### config.mk
export PLATFORM = sky130hd
export DESIGN_NAME = atpr_cordic_cell
export DESIGN_NICKNAME = d
export VERILOG_FILES = /design/src/rtl/atpr_pkg.sv /design/src/rtl/atpr_cordic_cell.sv
export SDC_FILE = /design/constraint.sdc
export NUM_CORES = 1
export LEC_CHECK = 0
export BUFFER_PORTS_ARGS = -buffer_cell sky130_fd_sc_hd__buf_2
export CORE_MARGIN = 10
export CORE_UTILIZATION = 55
export CTS_CLUSTER_DIAMETER = 120
export CTS_CLUSTER_SIZE = 12
export DETAILED_ROUTE_END_ITERATION = 16
export GPL_TIMING_DRIVEN = 0
export HOLD_SLACK_MARGIN = 0.05
export PLACE_DENSITY = 0.81
export SLEW_MARGIN = 5
export SYNTH_ARGS = -nofsm -noshare
export SYNTH_HDL_FRONTEND = slang
export SYNTH_SLANG_ARGS = --single-unit
### constraint.sdc
create_clock -name clk_i -period 0.99 [get_ports clk_i]
set_input_delay 0.099 -clock clk_i [delete_from_list [all_inputs] [get_ports clk_i]]
set_output_delay 0.099 -clock clk_i [all_outputs]
set_load 0.01 [all_outputs]
### src/rtl/atpr_pkg.sv
// ----------------------------------------------------------------------------
// atpr_pkg: shared types and constants
// Beat payload types, fixed-point widths, configuration register indexes
// and the CORDIC arctangent table for the tilt angle projection core.
// ----------------------------------------------------------------------------
package atpr_pkg;

  // Beat payloads
  typedef struct packed {
    logic signed [15:0] accel_x;
    logic signed [15:0] accel_y;
    logic signed [15:0] accel_z;
  } atpr_in_t;

  typedef struct packed {
    logic        angle_negative;
    logic [6:0]  angle_whole;
    logic [6:0]  angle_hundredths;
    logic        length_negative;
    logic [14:0] length_whole;
    logic [6:0]  length_hundredths;
  } atpr_out_t;

  // Stage handoff control
  typedef struct packed {
    logic valid;
  } atpr_ctrl_t;

  // Configuration register indexes
  localparam int CFG_IDX_W = 2;
  localparam logic [CFG_IDX_W-1:0] CFG_ARM_LENGTH   = 2'd0;
  localparam logic [CFG_IDX_W-1:0] CFG_ANGLE_OFFSET = 2'd1;
  localparam int CFG_DATA_W = 16;

  // Fixed-point widths
  localparam int SQ_W   = 48;  // radicand (x^2 + z^2) << 16
  localparam int ROOT_W = 24;  // radius, Q.8
  localparam int AT_W   = 27;  // arctangent CORDIC x / y
  localparam int ANG_W  = 25;  // Q8.16 degrees, signed
  localparam int SN_W   = 33;  // sine CORDIC x / y, Q2.30
  localparam int SIN_W  = 32;  // clamped sine
  localparam int LEN_W  = 48;  // length product, Q.30 cm

  localparam logic signed [ANG_W-1:0] DEG90_Q16  = 25'sd5898240;
  localparam logic signed [ANG_W-1:0] DEG180_Q16 = 25'sd11796480;
  localparam logic signed [SN_W-1:0]  SIN_ONE    = 33'sd1073741824;
  localparam logic signed [SN_W-1:0]  CORDIC_GAIN_Q30 = 33'sd652032874;
  localparam logic signed [ANG_W-1:0] OFFSET_RESET_Q16 = 25'sd131072;
  localparam logic signed [10:0]      OFFSET_RESET = 11'sd200;

  // Reciprocal of 100 for values below 2^16: (v * RECIP_100) >> 24
  localparam logic [17:0] RECIP_100 = 18'd167773;

  // atan(2^-i) in Q8.16 degrees
  function automatic logic [21:0] atan_q16(input logic [4:0] idx);
    logic [21:0] r;
    case (idx)
      5'd0:  r = 22'd2949120;
      5'd1:  r = 22'd1740967;
      5'd2:  r = 22'd919879;
      5'd3:  r = 22'd466945;
      5'd4:  r = 22'd234379;
      5'd5:  r = 22'd117304;
      5'd6:  r = 22'd58666;
      5'd7:  r = 22'd29335;
      5'd8:  r = 22'd14668;
      5'd9:  r = 22'd7334;
      5'd10: r = 22'd3667;
      5'd11: r = 22'd1833;
      5'd12: r = 22'd917;
      5'd13: r = 22'd458;
      5'd14: r = 22'd229;
      5'd15: r = 22'd115;
      5'd16: r = 22'd57;
      5'd17: r = 22'd29;
      5'd18: r = 22'd14;
      5'd19: r = 22'd7;
      5'd20: r = 22'd4;
      5'd21: r = 22'd2;
      5'd22: r = 22'd1;
      default: r = 22'd0;
    endcase
    return r;
  endfunction

endpackage

### src/rtl/atpr_cordic_cell.sv
// ----------------------------------------------------------------------------
// atpr_cordic_cell: one CORDIC micro-rotation
// Vectoring or rotation mode, fixed shift, table angle from the package.
// ----------------------------------------------------------------------------
module atpr_cordic_cell import atpr_pkg::*; #(
  parameter int XW      = 27,
  parameter int SHIFT   = 0,
  parameter bit VECTOR  = 1'b1,
  parameter int SIDE_W  = 1
) (
  input  logic                    clk_i,
  input  logic                    rst_ni,
  input  logic                    en_i,
  input  atpr_ctrl_t              ctrl_i,
  input  logic signed [XW-1:0]    x_i,
  input  logic signed [XW-1:0]    y_i,
  input  logic signed [ANG_W-1:0] z_i,
  input  logic [SIDE_W-1:0]       side_i,
  output atpr_ctrl_t              ctrl_o,
  output logic signed [XW-1:0]    x_o,
  output logic signed [XW-1:0]    y_o,
  output logic signed [ANG_W-1:0] z_o,
  output logic [SIDE_W-1:0]       side_o
);

  localparam logic signed [ANG_W-1:0] Step = ANG_W'(atan_q16(5'(SHIFT)));

  logic signed [XW-1:0]    dx, dy, x_d, y_d;
  logic signed [ANG_W-1:0] z_d;
  logic                    turn_cw;
  atpr_ctrl_t              ctrl_q;
  logic signed [XW-1:0]    x_q, y_q;
  logic signed [ANG_W-1:0] z_q;
  logic [SIDE_W-1:0]       side_q;

  // Rotate by the table angle in the direction that drives y or z to zero
  always_comb begin
    dx = y_i >>> SHIFT;
    dy = x_i >>> SHIFT;
    turn_cw = VECTOR ? (y_i >= 0) : (z_i < 0);
    if (turn_cw) begin
      x_d = x_i + dx;
      y_d = y_i - dy;
      z_d = VECTOR ? (z_i + Step) : (z_i + Step);
    end else begin
      x_d = x_i - dx;
      y_d = y_i + dy;
      z_d = z_i - Step;
    end
  end

  // Advance control
  always_ff @(posedge clk_i or negedge rst_ni) begin
    if (!rst_ni) begin
      ctrl_q <= '0;
    end else if (en_i) begin
      ctrl_q <= ctrl_i;
    end
  end

  // Advance payload
  always_ff @(posedge clk_i) begin
    if (en_i) begin
      x_q    <= x_d;
      y_q    <= y_d;
      z_q    <= z_d;
      side_q <= side_i;
    end
  end

  assign ctrl_o = ctrl_q;
  assign x_o    = x_q;
  assign y_o    = y_q;
  assign z_o    = z_q;
  assign side_o = side_q;

endmodule

Word-level counts from Yosys, hierarchy flattened
Index checks and enable logic that the tools add are counted.

storage, ports and cells
  input port bits = 84
  word-level logic and storage cells = 14
  flip-flop bits (word level) = 81
  output and inout bits = 81

cells by class
  add/sub/neg operators = 5
  muxes and demuxes = 3
  magnitude comparators = 1

operators with widths
  operator                                                             number
  two-way mux 27 bit                                                   2
  subtractor 27 bit                                                    2
  adder 27 bit                                                         1
  greater-or-equal comparator 27 x 1 -> 1 bit (second input constant)  1
  adder 25 x 23 -> 25 bit (second input constant)                      1
  two-way mux 25 bit                                                   1
  subtractor 25 x 23 -> 25 bit (second input constant)                 1

Longest topological paths before layout
  word-level depth = 2
  gate-level depth with buffers = 12
  mapped depth without buffers = 12

Least setup slack after synthesis
No wires, ideal clock.

  path kind = input port to flip-flop
  from = input port y_i[0]
  to = register y_q[26], in the netlist y_o[26], data pin
  path slack = -1.502 ns
  cell stages on the path = 12
  arrival = 2.235 ns
  required time = 0.732 ns
  library setup time = 0.258 ns
  cell sequence = inv_1 -> ha_1 -> fa_1 -> nor2b_4 -> o2111a_1 -> o311ai_2 -> a22o_2 -> o31a_1 -> o311ai_1 -> a2111oi_1 -> a21oi_1 -> xnor2_1

between the ends
  word-level cells in the longest chain between the ends = 2
  elaborated cells between the ends (all ways) = 4
  classes of those cells = 2 x add/sub; 1 x order compare; 1 x mux

RTL lines
  element                                     RTL line                RTL
  start: declaration                          atpr_cordic_cell.sv:16  input logic signed [XW-1:0] y_i,
  adder 27 bit, or another cell as far along  atpr_cordic_cell.sv:47  y_d = y_i + dy;
  two-way mux 27 bit *                        atpr_cordic_cell.sv:41  if (turn_cw) begin
  named net y_d[26]                           atpr_cordic_cell.sv:28  logic signed [XW-1:0] dx, dy, x_d, y_d;
  end signal: assignment                      atpr_cordic_cell.sv:65  y_q <= y_d;
  end: declaration                            atpr_cordic_cell.sv:32  logic signed [XW-1:0] x_q, y_q;

The timed path passes the listed nets; every way through them passes the cells marked *.
A chain may end at the register's enable or synchronous reset.

Worst setup path in the final report
Same ends and word-level chain as after synthesis.

==> out/qor.csv <==
stage,metric,value,unit
setup_path,worst-path fanout max,3,
place,Placer Congestion,0.970,
final_layout,ANT cells,0,
power_and_ir_drop,Switch Pwr,5.62,mW
hold_path,Hold Crit Start,en_i,
run,Max-Cap Viols,0,
sta,Final Hold Vio Count,0,
power_and_ir_drop,power per cell area,1310,mW/mm^2
hold_path,Worst Hold Endpoint,y_o[9],
drt,total number of vias,8354,
die,core area,0.0128,sq mm
global_routing,largest net degree at the start of global routing,73,
clocking,H-tree levels,3,
drt,Iter 0 DRT Violations,1236,
power_and_ir_drop,clock power share,22.3,%
yosys,Yosys reg bits,80,
place,DP Area,0.00889,sq mm
final_layout,Area Overhead vs Synth,54.4,%
yosys,post-synth top area share,32.7,%
yosys,prevailing post-synth register cell,edfxtp_1,
global_routing,vias in the first global route,7638,
clocking,clock slew at reported path FFs,0.07,ns
setup_path,Worst Reg-to-Reg Cells,1,
clocking,clk_lat worst skew,0.34,ns
power_and_ir_drop,Pleak,4.81,nW
setup_path,worst path cell trace,buf_12 -> inv_8 -> ha_4 -> fa_2 -> nor2b_4 -> o2111a_2 -> o311ai_4 -> a22o_2 -> o31a_1 -> o311ai_4 -> a2111oi_4 -> a21oi_2 -> xnor2_1,
setup_path,crit path from,y_i[0],
final_layout,share of cells above drive strength 1,47.0,%
clocking,TritonCTS buffer count,9,
setup_path,Worst Setup End Kind,register,
setup_path,Critical Path AT,2.62,ns
setup_path,CP Launch Type,input pin,
global_routing,met2 GRT Util,49.8,%
setup_path,CP bufs+invs,2,
sta,# setup viols final,84,
yosys,"top cells by area, synth","edfxtp_1 (33%), ha_1 (16%), a21oi_1 (5.8%)",
sta,Slew Limit Headroom,43.8,%
yosys,asr flop ratio synth,1.25,%
drt,Pre-antenna DRT Iters,9,
yosys,Mapped Area,0.00725,sq mm
yosys,Post-synth EDFFs,79,
hold_path,hold depth,1,
clocking,clock tree buffer depth,2,
setup_path,"delay-heaviest family, CP",compound AO/OA/AOI/OAI gates,
sta,fin worst setup slack,-1.54,ns
setup_path,CP max-delay cell,fa_2,
yosys,Syn Nets,963,
yosys,count of different cell masters after synthesis,72,
drt,post-route ant nets,0,
global_routing,initial antenna violation count,0,
sta,max-slew violations,0,
clocking,Root Buffer Master,clkbuf_16,
place,pre-CTS setup slack,-2.02,ns
yosys,Synth Area per Inst,9.27,sq um
sta,Final Cycle Share,255,%
drt,via/cell ratio,6.73,
place,HPWL after DPL,18.0,mm
power_and_ir_drop,Combinational Power Share,46.5,%
setup_path,Crit path top cell by count,o311ai_4,
global_routing,GR peak layer,met2,
sta,Final min period,2.53,ns
die,num rows,41,
die,DIE AREA,0.0182,sq mm
drt,WL final,33.2,mm
power_and_ir_drop,"Power, Total",14.7,mW
global_routing,met3 Resource Use GR,6.68,%
sta,Clock Skew,0,ns
outcome,failing checks,setup timing,
yosys,Cells after Synth,782,
place,Port-buffer cells,164,
sta,worst slew pin tran,0.843,ns
global_routing,GRT Util Overall,29.2,%
power_and_ir_drop,P_int,9.06,mW
setup_path,worst path required time,1.08,ns
sta,TNS Setup,-60.72,ns
yosys,synth warn,0,
power_and_ir_drop,Sw Ratio,38.3,%
setup_path,Worst R2R Start,ctrl_o,
global_routing,first-pass GRT wire length,42.3,mm
drt,DRC errors left,0,
drt,Wirelength per Cell,26.8,um
final_layout,post-route design area,0.0112,sq mm
sta,final hold slack,0.0784,ns
hold_path,Hold Path Class,input pin to register,
final_layout,nets,1245,
setup_path,max incr delay on CP,0.38,ns
die,Initial Utilization,56.7,%
die,I/O pin count,165,
outcome,status,"complete, but fails checks",
global_routing,total gr overflow,0,
yosys,register area share after synthesis,33.1,%
power_and_ir_drop,"IR drop worst, VDD",0.00123,V
global_routing,GR Layer Usage met1,34.3,%
power_and_ir_drop,sequential power share,31.2,%
die,width of the die,135,um
setup_path,worst reg2reg setup slack,0.17,ns
setup_path,critical path class,input pin to register,
clocking,total clock sinks,80,
sta,Max Freq,396,MHz
die,Die Y,135,um
final_layout,# fillers,541,
clocking,clock tree from TritonCTS,built,
yosys,post-synth top area cell,edfxtp_1,
setup_path,reg-to-reg endpoint,ctrl_o,
sta,RSZ-0062 raised after global routing,yes,
==> layout by cell type, fill, tap and decap left out, types with 11 or more instances in the layout <==
master,count
edfxtp_1,79
a21oi_1,52
nor2_1,44
o21ai_2,18
xnor2_1,31
a21oi_2,20
buf_2,145
o21ai_0,18
ha_1,72
a21oi_4,12
buf_6,37
o21bai_1,23
nor2b_1,12
nand2_1,29
dlygate4sd3_1,20
xor2_1,15
inv_1,57
ha_4,19
buf_4,73
o21a_1,11
==> sequential cells by signal, summed over array words and instances (netlist names) <==
| signal | count |
|---|---|
| ctrl_o | 1 |
| side_o | 1 |
| x_o | 27 |
| y_o | 26 |
| z_o | 25 |
==> cell type report <==
class                           instances  area (sq um)  area share (%)
Buffer                                 26           260            2.33
Clock buffer                            9           225            2.01
Clock inverter                          7          53.8           0.481
Inverter                               79           393            3.51
Multi-Input combinational cell        590          5620            50.3
Sequential cell                        80          2400            21.4
Tap cell                              172           215            1.92
Timing Repair Buffer                  278          2020            18.1
==> metal layers <==
metal	vias to the layer above	part of all wire, %
li1	3341	-
met1	3808	33
met2	921	46
met3	284	13
met4	0	7.9
met5	-	0
==> worst max path at each step <==
stage | to | depth (start not counted)
detailed placement | y_o[26] | 13
finish | y_o[26] | 13
global route | y_o[21] | 13
CTS | y_o[26] | 13
floorplan | y_o[26] | 12
global placement | y_o[26] | 13
==> power by group through the flow <==
stage | Clock, mW | Combinational [mW] | Sequential [mW]
final | 3.27 | 6.82 | 4.58
after global routing | 3.33 | 7.03 | 4.62
after CTS | 3.16 | 5.43 | 4.51
after detailed placement | 0 | 4.63 | 4.58
after global placement | 0 | 4.53 | 4.56
after floorplan | 0 | 2.69 | 4.87
==> cell usage after synthesis, drive strengths merged (6+ instances only) <==
cell	instances
ha	93
a21oi	84
edfxtp	79
inv	77
nor2	53
o21ai	50
xnor2	42
nand2	36
o21bai	28
clkbuf	17
nor2b	17
buf	16
nor3	16
xor2	16
mux2i	12
nand3	12
o21a	11
a21o	10
nand2b	9
or3	8
and3	7
a211oi	6
a31oi	6
o31ai	6
==> per-stage QoR <==
step / utilization, % / cells
6_report: 87.6 / 1241
5_1_grt: 87.6 / 1241
4_1_cts: 80.9 / 1208
3_5_place_dp: 69.6 / 1119
3_3_place_gp: 69.4 / 1118
2_1_floorplan: - / 782
==> cell families after synthesis <==
kind of cell,count (synthesis),synth area share (%)
flops,80,33.1
xor+xnor,58,7.01
mux,13,1.81
compound gates,244,22.3
simple gates,178,12.3
fa+ha+maj,97,17.2
buf+inv,112,6.32
==> timing repair <==
action / CTS / global route
endpoints found under the hold margin: 20 / 0
setup endpoints to repair: 62 / 89
setup buffers: 60 / 46
pin swaps: 78 / 87
resized for setup: 130 / 128
hold buffers: 20 / 0
cloned: 1 / 0
(Power assumes the default switching activity.)
