==> src/rtl/atpr_pkg.sv <==
// ----------------------------------------------------------------------------
// atpr_pkg: shared types and constants
// Beat payload types, fixed-point widths, configuration register indexes
// and the CORDIC arctangent table for the tilt angle projection core.
// ----------------------------------------------------------------------------
package atpr_pkg;

  // Beat payloads
  typedef struct packed {
    logic signed [15:0] accel_x;
    logic signed [15:0] accel_y;
    logic signed [15:0] accel_z;
  } atpr_in_t;

  typedef struct packed {
    logic        angle_negative;
    logic [6:0]  angle_whole;
    logic [6:0]  angle_hundredths;
    logic        length_negative;
    logic [14:0] length_whole;
    logic [6:0]  length_hundredths;
  } atpr_out_t;

  // Stage handoff control
  typedef struct packed {
    logic valid;
  } atpr_ctrl_t;

  // Configuration register indexes
  localparam int CFG_IDX_W = 2;
  localparam logic [CFG_IDX_W-1:0] CFG_ARM_LENGTH   = 2'd0;
  localparam logic [CFG_IDX_W-1:0] CFG_ANGLE_OFFSET = 2'd1;
  localparam int CFG_DATA_W = 16;

  // Fixed-point widths
  localparam int SQ_W   = 48;  // radicand (x^2 + z^2) << 16
  localparam int ROOT_W = 24;  // radius, Q.8
  localparam int AT_W   = 27;  // arctangent CORDIC x / y
  localparam int ANG_W  = 25;  // Q8.16 degrees, signed
  localparam int SN_W   = 33;  // sine CORDIC x / y, Q2.30
  localparam int SIN_W  = 32;  // clamped sine
  localparam int LEN_W  = 48;  // length product, Q.30 cm

  localparam logic signed [ANG_W-1:0] DEG90_Q16  = 25'sd5898240;
  localparam logic signed [ANG_W-1:0] DEG180_Q16 = 25'sd11796480;
  localparam logic signed [SN_W-1:0]  SIN_ONE    = 33'sd1073741824;
  localparam logic signed [SN_W-1:0]  CORDIC_GAIN_Q30 = 33'sd652032874;
  localparam logic signed [ANG_W-1:0] OFFSET_RESET_Q16 = 25'sd131072;
  localparam logic signed [10:0]      OFFSET_RESET = 11'sd200;

  // Reciprocal of 100 for values below 2^16: (v * RECIP_100) >> 24
  localparam logic [17:0] RECIP_100 = 18'd167773;

  // atan(2^-i) in Q8.16 degrees
  function automatic logic [21:0] atan_q16(input logic [4:0] idx);
    logic [21:0] r;
    case (idx)
      5'd0:  r = 22'd2949120;
      5'd1:  r = 22'd1740967;
      5'd2:  r = 22'd919879;
      5'd3:  r = 22'd466945;
      5'd4:  r = 22'd234379;
      5'd5:  r = 22'd117304;
      5'd6:  r = 22'd58666;
      5'd7:  r = 22'd29335;
      5'd8:  r = 22'd14668;
      5'd9:  r = 22'd7334;
      5'd10: r = 22'd3667;
      5'd11: r = 22'd1833;
      5'd12: r = 22'd917;
      5'd13: r = 22'd458;
      5'd14: r = 22'd229;
      5'd15: r = 22'd115;
      5'd16: r = 22'd57;
      5'd17: r = 22'd29;
      5'd18: r = 22'd14;
      5'd19: r = 22'd7;
      5'd20: r = 22'd4;
      5'd21: r = 22'd2;
      5'd22: r = 22'd1;
      default: r = 22'd0;
    endcase
    return r;
  endfunction

endpackage

==> src/rtl/atpr_sqrt_cell.sv <==
// ----------------------------------------------------------------------------
// atpr_sqrt_cell: one digit of the pipelined integer square root
// Tries one result bit at a fixed weight and hands remainder, partial root
// and side data to the next cell.
// ----------------------------------------------------------------------------
module atpr_sqrt_cell import atpr_pkg::*; #(
  parameter int BIT_POS = 0,
  parameter int SIDE_W  = 1
) (
  input  logic              clk_i,
  input  logic              rst_ni,
  input  logic              en_i,
  input  atpr_ctrl_t        ctrl_i,
  input  logic [SQ_W-1:0]   rem_i,
  input  logic [SQ_W-1:0]   root_i,
  input  logic [SIDE_W-1:0] side_i,
  output atpr_ctrl_t        ctrl_o,
  output logic [SQ_W-1:0]   rem_o,
  output logic [SQ_W-1:0]   root_o,
  output logic [SIDE_W-1:0] side_o
);

  localparam logic [SQ_W-1:0] BitVal = SQ_W'(1) << BIT_POS;

  logic [SQ_W-1:0] trial;
  logic [SQ_W-1:0] rem_d, root_d;
  atpr_ctrl_t      ctrl_q;
  logic [SQ_W-1:0] rem_q, root_q;
  logic [SIDE_W-1:0] side_q;

  // Subtract the trial value when it fits
  always_comb begin
    trial = root_i + BitVal;
    if (rem_i >= trial) begin
      rem_d  = rem_i - trial;
      root_d = (root_i >> 1) + BitVal;
    end else begin
      rem_d  = rem_i;
      root_d = root_i >> 1;
    end
  end

  // Advance control
  always_ff @(posedge clk_i or negedge rst_ni) begin
    if (!rst_ni) begin
      ctrl_q <= '0;
    end else if (en_i) begin
      ctrl_q <= ctrl_i;
    end
  end

  // Advance payload
  always_ff @(posedge clk_i) begin
    if (en_i) begin
      rem_q  <= rem_d;
      root_q <= root_d;
      side_q <= side_i;
    end
  end

  assign ctrl_o = ctrl_q;
  assign rem_o  = rem_q;
  assign root_o = root_q;
  assign side_o = side_q;

endmodule

==> config.mk <==
export PLATFORM = sky130hd
export DESIGN_NAME = atpr_sqrt_cell
export DESIGN_NICKNAME = d
export VERILOG_FILES = /design/src/rtl/atpr_pkg.sv /design/src/rtl/atpr_sqrt_cell.sv
export SDC_FILE = /design/constraint.sdc
export NUM_CORES = 1
export LEC_CHECK = 0
export ABC_AREA = 0
export BUFFER_PORTS_ARGS = -buffer_cell sky130_fd_sc_hd__buf_2
export CORE_UTILIZATION = 32
export CTS_BUF_LIST = sky130_fd_sc_hd__clkbuf_4 sky130_fd_sc_hd__clkbuf_8
export DETAILED_ROUTE_END_ITERATION = 7
export GPL_ROUTABILITY_DRIVEN = 0
export SETUP_SLACK_MARGIN = 0.3
export SLEW_MARGIN = 20
export SYNTH_ARGS = -nofsm -noshare
export SYNTH_HDL_FRONTEND = slang
export SYNTH_SLANG_ARGS = --single-unit
==> constraint.sdc <==
create_clock -name clk_i -period 2.15 [get_ports clk_i]
set_input_delay 0.3225 -clock clk_i [delete_from_list [all_inputs] [get_ports clk_i]]
set_output_delay 0.3225 -clock clk_i [all_outputs]
set_load 0.02 [all_outputs]
* Word-level counts from Yosys, hierarchy flattened
Cells that the tools add are included.
Storage, ports and cells: bits in registers 98, input bits 101, logic and storage cells 11
Operators by class: add/subtract/negate cells 3, magnitude comparators 1, muxes and demuxes 2
Operators by type and width (number):
- $add 47x1->48 const B | 1
- $add 48x1->48 const B | 1
- $ge 48x48->1 | 1
- $mux 48 | 1
- $sub 48x48->48 | 1
- $mux 47 | 1

* Depth between registers and ports, before layout
Gate-level depths: netlist of the first run.
depth in word-level cells 3, depth in mapped cells 25

* Worst setup path before layout of the first run
OpenSTA, ideal clock, no wires.
path type input to register, start point input port root_i[3], end point register rem_q[40], in the netlist rem_o[40] (data pin), library setup time 0.258 ns, arrival 4.540 ns, path slack -2.648 ns, stages 21, path buffers 3, cells stage by stage clkbuf_1 -> and3_1 -> and3_1 -> and3_1 -> nand3_1 -> nor2_1 -> nand3_1 -> or2_2 -> nor2_1 -> xnor2_1 -> ha_1 -> and2_1 -> nand3_1 -> nor2_1 -> and4_1 -> nor2b_1 -> a31o_2 -> or4_1 -> buf_2 -> buf_2 -> o221a_2
On the way: word-level cells in the longest chain between the ends 3
RTL lines:
- from (decl) | line atpr_sqrt_cell.sv:15 | input logic [SQ_W-1:0] root_i,
- $add 48x1->48 * | line atpr_sqrt_cell.sv:33 | trial = root_i + BitVal;
- $sub 48x48->48 / $ge 48x48->1 (equally long branches) | line atpr_sqrt_cell.sv:35, atpr_sqrt_cell.sv:34
- $mux 48 * | line atpr_sqrt_cell.sv:34 | if (rem_i >= trial) begin
- net rem_d[40] | line atpr_sqrt_cell.sv:26 | logic [SQ_W-1:0] rem_d, root_d;
- to (signal assigned) | line atpr_sqrt_cell.sv:55 | rem_q <= rem_d;
- to (decl) | line atpr_sqrt_cell.sv:28 | logic [SQ_W-1:0] rem_q, root_q;
The timed path passes the listed nets; every way through them passes the cells marked *. A chain may end at the register's enable or synchronous reset.

* Final worst setup path of the first run
start point input port root_i[1], end point register root_q[30], in the netlist root_o[30] (data pin)
On the way: word-level cells in the longest chain between the ends 3
RTL lines:
- $add 48x1->48 | line atpr_sqrt_cell.sv:33
- $ge 48x48->1 | line atpr_sqrt_cell.sv:34
- $mux 47 * | line atpr_sqrt_cell.sv:34
- net root_d[30] | line atpr_sqrt_cell.sv:26
- to (signal assigned) | line atpr_sqrt_cell.sv:56 | root_q <= root_d;
- to (decl) | line atpr_sqrt_cell.sv:28
Marked as above.

==> results of run 1 <==
==> synth_stat cells (3+ instances only) <==
library cell | n | share of area
nand2_1 | 107 | 0.049
edfxtp_1 | 97 | 0.36
a21oi_1 | 86 | 0.053
nor2_1 | 78 | 0.036
xnor2_1 | 65 | 0.070
xor2_1 | 62 | 0.067
ha_1 | 50 | 0.077
nand4_1 | 36 | 0.028
nor3_1 | 34 | 0.021
o21ai_0 | 26 | 0.016
nand3_1 | 25 | 0.015
inv_1 | 24 | 0.011
a21o_1 | 23 | 0.021
clkbuf_1 | 23 | 0.011
and3_1 | 22 | 0.017
o21bai_1 | 13 | 0.012
buf_2 | 11 | 0.0068
nor4_1 | 11 | 0.0084
and2_1 | 9 | 0.0069
and4_1 | 9 | 0.0097
o21a_1 | 9 | 0.0083
o31ai_1 | 7 | 0.0064
a211oi_1 | 5 | 0.0046
a31oi_1 | 5 | 0.0038
a21boi_0 | 4 | 0.0037
a221o_1 | 4 | 0.0049
nand2b_1 | 4 | 0.0031
o211a_1 | 4 | 0.0049
or2_2 | 4 | 0.0031
or3_1 | 4 | 0.0031
a31o_2 | 3 | 0.0032
nor2b_1 | 3 | 0.0023
o2111ai_1 | 3 | 0.0032
o211ai_1 | 3 | 0.0028
o21ai_1 | 3 | 0.0018
==> worst min path at each step <==
| stage | startpoint | endpoint | slack [ps] | cells past startpoint |
|---|---|---|---|---|
| 2_1_floorplan | rst_ni | ctrl_o | 30 | 0 |
| 3_3_place_gp | rst_ni | ctrl_o | 100 | 1 |
| 3_5_place_dp | rst_ni | ctrl_o | 100 | 1 |
| 4_1_cts | side_i | side_o | 80 | 1 |
| 5_1_grt | side_i | side_o | 80 | 1 |
| 6_report | side_i | side_o | 80 | 1 |
==> per-stage QoR <==
step                       util  power (mW)  setup TNS [ps]  std cells
after floorplan               -        3.87         -194590        915
after detailed placement  0.489        5.12         -248280       1758
after global routing      0.584        7.37         -195410       1855
final                     0.584        7.07         -191100       1857
after CTS                 0.544        6.63         -168440       1823
after global placement    0.489        5.11         -239560       1758
==> per-layer routing <==
metal,routed length (um),track usage,vias up
met1,14500,0.316,4781
met2,17200,0.427,480
met3,2530,0.0426,117
met5,0,0,-
li1,-,-,4584
met4,1620,0.106,0
==> power breakdown <==
group          switching [mW]  internal (mW)
registers              0.0648           2.36
clock network           0.803          0.445
logic                    1.80           1.59
==> logic make-up after synthesis <==
family	share of synthesized area
AND/OR/NAND/NOR	0.215
buffers and inverters	0.0321
flip-flops	0.360
XOR/XNOR	0.136
multiplexers	0.00399
AO/OA/AOI/OAI	0.173
adder cells (fa/ha/maj)	0.0792
==> timing repair <==
action	4_1_cts	5_1_grt
buffers inserted	46	21
endpoints found under the setup margin	96	96
gates resized for setup	175	135
endpoints found under the hold margin	1	0
pin swaps	61	66
gates cloned	2	10
hold buffers	1	0
==> cell type report <==
type | count | area [sq um]
antenna | 3 | 7.51
timing repair buffer | 630 | 4740
tap | 330 | 413
sequential | 98 | 2940
multi-input combinational | 756 | 6290
inverter | 24 | 90.1
clock buffer | 9 | 124
clock inverter | 7 | 60.1
fill | 2090 | 10400
==> state kept, by name (all words and copies together), names as in the netlist <==
| register | cells |
|---|---|
| side_o | 1 |
| rem_o | 48 |
| root_o | 48 |
| ctrl_o | 1 |
==> results.json, run 1 <==
{
  "ant_nets": 0,
  "drv_slew": 0,
  "worst_setup_path_start_kind": "input pin",
  "critPathBufInv": 3,
  "power.ir.vdd_worst_mv": 0.318,
  "pin_count_of_the_biggest_net_entering_global_routing": 33,
  "finalWorstSetupSlack_ps": -2090,
  "post_synth_edffs": 97,
  "fin_worst_skew_ps": 0,
  "core_area_sq_um": 25100,
  "dr.first_iter.drc_count": 760,
  "detailedRoute.firstPassIterationCount": 5,
  "initial_core_util": 0.325,
  "clock_tree_from_tritoncts": "built",
  "report.final.setup_viol": 96,
  "grt_setup_unrepaired": "true",
  "critical-path-top-cell-by-count": "and3_4",
  "chip_width_um": 162,
  "dr_total_vias": 9962,
  "global_route.usage.total": 0.252,
  "final_hold_viol_count": 0,
  "outcome": "finished with violations",
  "areaGrowthSynthToFinish_pct": 79.8,
  "final_common_cell": "buf_4",
  "cts_sinks": 98,
  "power_density_nw_per_um2": 482,
  "post_synth_inst_count": 915,
  "fin_hold_ws_ps": 84.6,
  "slowest_stage": "or4_4",
  "route.detailed.wl_per_inst_um": 19.3,
  "cellLeakagePower_nw": 6.61,
  "crit_family": "simple AND/OR/NAND/NOR gates",
  "postRouteWirelength_um": 35900,
  "io_buffer_count": 198,
  "rrSetupSlack_ps": 1410,
  "grt_pass1_wl_um": 50500,
  "synth-async-reset-ratio": 0.0102,
  "clock_tree.root_cell": "clkbuf_8",
  "fin_crit_share": 1.97,
  "regToRegStartpoint": "ctrl_o",
  "grt_antenna_before_repair": 2,
  "final_area_sq_um": 14700,
  "post_route_drc_violation_count": 0,
  "number_of_violations_of_the_max_capacitance_limit": 0,
  "violations": "negative setup slack",
  "critical_path_required_ps": 2320,
  "synth.cell_area_sq_um": 8160,
  "crit_path_arrival_time_ps": 4410,
  "number_of_buffers_added_by_the_clock_tree_synthesis_step": 9,
  "chipHeight_um": 162,
  "cts.clk_slew.worst_paths_ps": 110,
  "postSynthNetCount": 1067,
  "drive_gt1_frac": 0.565,
  "postSynthAreaPerCell_sq_um": 8.91,
  "crit_end": "root_o[30]",
  "synth_cell_type_count": 66,
  "min-delay-path-class": "in2reg",
  "sequential_cell_area_fraction_in_the_yosys_report": 0.360,
  "ys.flop_type": "edfxtp_1",
  "transition_at_the_pin_with_the_smallest_max_transition_slack_ps": 572,
  "clock_tree.htree_level_count": 3,
  "post_layout_nets": 1671,
  "path_depth": 23,
  "synth-warning-count": 0,
  "worstReg2RegEnd": "ctrl_o",
  "detailedPlace.worstSlack_ps": -2810,
  "relSlewSlack": 0.612,
  "first_global_vias": 9522,
  "placed_standard_cell_area_sq_um": 12300,
  "ys_ff_latch": 98,
  "worst-setup-path-type": "in2reg",
  "vias_per_cell": 5.36,
  "placementRows": 58,
  "clk-insertion-delay-late_ps": 400,
  "worst-r2r-cell-count": 1,
  "fmax_mhz": 236,
  "hpwlAfterDp_um": 25700,
  "min_period_ps": 4240,
  "dieArea_sq_um": 26100,
  "mostFrequentLayoutCells": "364 x buf_4, 195 x buf_2, 97 x edfxtp_1",
  "crit_fanout": 8,
  "io_pins": 199,
  "cp_cell_sequence": "buf_8 > ha_4 > and3_4 > and3_4 > and3_4 > nand3_4 > nor2_4 > nand3_2 > or2_4 > nor2_4 > xnor2_2 > ha_1 > and2_4 > nand3_4 > nor2_2 > and4_4 > nor2b_4 > a31o_4 > buf_4 > or4_4 > buf_16 > nand4_1 > xnor2_2",
  "timing.critical_path.from": "root_i[1]",
  "worstSetupEndpointType": "flop",
  "clock_tree.buffer_depth": 2,
  "critical_path.max_stage_delay_ps": 600,
  "grt_overflow_total": 0
}
Power figures use the tool's default switching activity.
==> run 2, diff against run 1 <==
--- a/config.mk
+++ b/config.mk
@@ -5,7 +5,7 @@
 export SDC_FILE = /design/constraint.sdc
 export NUM_CORES = 1
 export LEC_CHECK = 0
-export ABC_AREA = 0
+export ABC_AREA = 1
 export BUFFER_PORTS_ARGS = -buffer_cell sky130_fd_sc_hd__buf_2
 export CORE_UTILIZATION = 32
 export CTS_BUF_LIST = sky130_fd_sc_hd__clkbuf_4 sky130_fd_sc_hd__clkbuf_8
==> results.json, run 2 <==
{
  "seqCellArea_sq_um": 2940,
  "min_period_ps": 3270,
  "critical_path_required_ps": 2330,
  "core_area_sq_um": 31900,
  "postSynthAreaPerCell_sq_um": 6.24,
  "post_layout_nets": 2446,
  "io_pins": 199,
  "initial_core_util": 0.329,
  "grt_antenna_before_repair": 0,
  "clock_tree_from_tritoncts": "built",
  "clock_tree.root_cell": "clkbuf_8",
  "postRouteWirelength_um": 46000,
  "crit_fanout": 7,
  "clock_tree.htree_level_count": 3,
  "chipHeight_um": 183,
  "post_synth_inst_count": 1681,
  "netlist.top_cell.by_area": "edfxtp_1",
  "place.detailed.instances": 2662,
  "cts_sinks": 98,
  "netlist.area_leader.share": 0.278,
  "synth.cell_area_sq_um": 10500,
  "slowest_stage": "ha_4",
  "synth-warning-count": 0,
  "crit_path_arrival_time_ps": 3450,
  "drive_gt1_frac": 0.380,
  "power.ir.vdd_worst_mv": 0.319,
  "drv_slew": 0,
  "critical-path-top-cell-by-count": "nand2_1",
  "io_buffer_count": 198,
  "violations": "negative setup slack",
  "report.final.setup_viol": 96,
  "final_cells": 2734,
  "vias_per_cell": 4.83,
  "min-delay-path-class": "in2reg",
  "fin_crit_share": 1.52,
  "post-synth-top-count-cell": "nand2_1",
  "ys.flop_type": "edfxtp_1",
  "num-fill-cells": 2998,
  "finalWorstSetupSlack_ps": -1120,
  "final_hold_viol_count": 0,
  "outcome": "finished with violations",
  "first_global_vias": 12500,
  "synth_cell_type_count": 35,
  "cts.clk_slew.worst_paths_ps": 110,
  "top_cells_by_count_synth": "609 x nand2_1, 332 x inv_1, 148 x nor2_1",
  "mostFrequentLayoutCells": "559 x nand2_1, 412 x buf_4, 324 x inv_1",
  "fin_worst_skew_ps": 0,
  "synthTopCellsByArea": "edfxtp_1 28%, nand2_1 22%, inv_1 12%, xor2_1 9.0%, ha_1 6.0%",
  "number_of_violations_of_the_max_capacitance_limit": 0,
  "hpwlAfterDp_um": 35600,
  "synth-async-reset-ratio": 0.0102,
  "multiInputGateArea_sq_um": 7190,
  "grt_pass1_wl_um": 67600,
  "post_synth_edffs": 97,
  "worstSetupEndpointType": "flop",
  "clk-insertion-delay-late_ps": 400,
  "ant_nets": 0,
  "totalNegativeSetupSlack_ps": -99560,
  "dr_total_vias": 13200,
  "ys_ff_latch": 98,
  "clock_tree.buffer_depth": 2,
  "final_common_cell": "nand2_1",
  "dieArea_sq_um": 33500,
  "worst-setup-path-type": "in2reg",
  "grt_setup_unrepaired": "true",
  "post_route_drc_violation_count": 0,
  "pin_count_of_the_biggest_net_entering_global_routing": 42,
  "global_route.usage.total": 0.269,
  "worst_setup_path_start_kind": "input pin",
  "placementRows": 65,
  "dr.first_iter.drc_count": 1097,
  "grt_overflow_total": 0,
  "areaGrowthSynthToFinish_pct": 59.9,
  "transition_at_the_pin_with_the_smallest_max_transition_slack_ps": 388,
  "chip_width_um": 183,
  "relSlewSlack": 0.742,
  "route.detailed.wl_per_inst_um": 16.8,
  "fmax_mhz": 306,
  "cellLeakagePower_nw": 8.73,
  "number_of_buffers_added_by_the_clock_tree_synthesis_step": 9,
  "sequential_cell_area_fraction_in_the_yosys_report": 0.280,
  "insertedDiodeCount": 0,
  "critical_path.max_stage_delay_ps": 240,
  "detailedRoute.firstPassIterationCount": 6,
  "postSynthNetCount": 1833,
  "post-layout-total-power_mw": 7.77,
  "rrSetupSlack_ps": 1410,
  "power_density_nw_per_um2": 463
}
run 2: changes by cell type after synthesis, sizes merged, moves of 58 or more:
| cell | delta |
|---|---|
| xnor2 | -62 |
| nand2 | +502 |
| nand3 | +70 |
| a21oi | -58 |
| nor2 | +79 |
| inv | +309 |
run 2: final timing paths:
kind / from / end / cells after the start
max reg2reg: ctrl_o / ctrl_o / 1
min reg2reg: ctrl_o / ctrl_o / 1
max: root_i[1] / rem_o[26] / 25
max in group asynchronous: rst_ni / ctrl_o / 2
min in group asynchronous: rst_ni / ctrl_o / 2
min: side_i / side_o / 1
run 2: metal layers:
layer / wire length, um / global-route usage / vias up
li1: - / - / 6441
met1: 18600 / 0.333 / 6017
met2: 21100 / 0.445 / 613
met5: 0 / 0 / -
met4: 3070 / 0.165 / 0
met3: 3230 / 0.0355 / 144
run 2: timing repair:
| action | 4_1_cts | 5_1_grt |
|---|---|---|
| endpoints found under the setup margin | 96 | 96 |
| hold endpoints to repair | 1 | 0 |
| hold buffers | 1 | 0 |
| buffers inserted | 33 | 10 |
| pin swaps | 44 | 37 |
| cloned | 9 | 3 |
| gates resized for setup | 175 | 119 |
run 2: cells by family (layout without fill, tap and decap cells):
group	count (synthesis)	in the layout	synth area share
muxes	1	1	0.00107
buffers and inverters	363	981	0.138
AOI/OAI and AO/OA	102	102	0.0492
and+or+nand+nor	955	955	0.377
adders and majority gates	51	51	0.0616
xor gates and xnor gates	111	111	0.0928
DFF	98	98	0.280
run 2: per-stage QoR:
stage | hold slack, ps | util | area [sq um] | worst slack [ps]
after detailed placement | 99.5 | 0.464 | 14800 | -1860
final | 95.8 | 0.526 | 16800 | -1120
after floorplan | 26.9 | - | 10600 | -1080
after global placement | 96.8 | 0.464 | 14800 | -1800
after CTS | 86.7 | 0.506 | 16100 | -911
after global routing | 76.4 | 0.526 | 16800 | -1180
run 2: area by class of cell:
cell class | instances | share of cell area
Clock inverter | 6 | 0.00396
Sequential cell | 98 | 0.175
Multi-Input combinational cell | 1220 | 0.429
Timing Repair Buffer | 631 | 0.276
Clock buffer | 10 | 0.00784
Tap cell | 435 | 0.0325
Inverter | 334 | 0.0754
run 2: critical path, delay by kind of cell:
family,cells,cell delay [ps]
AO/OA/AOI/OAI,1,180
XOR/XNOR,1,200
adder cells (fa/ha/maj),2,380
buffers and inverters,7,830
AND/OR/NAND/NOR,14,1510
run 2: power by group:
part	switching [mW]	total [mW]	leakage [nW]	internal, mW
Combinational	2.25	3.91	7.68	1.66
Sequential	0.0892	2.52	0.958	2.43
Clock	0.784	1.34	0.0940	0.555
Total	3.12	7.77	8.73	4.65
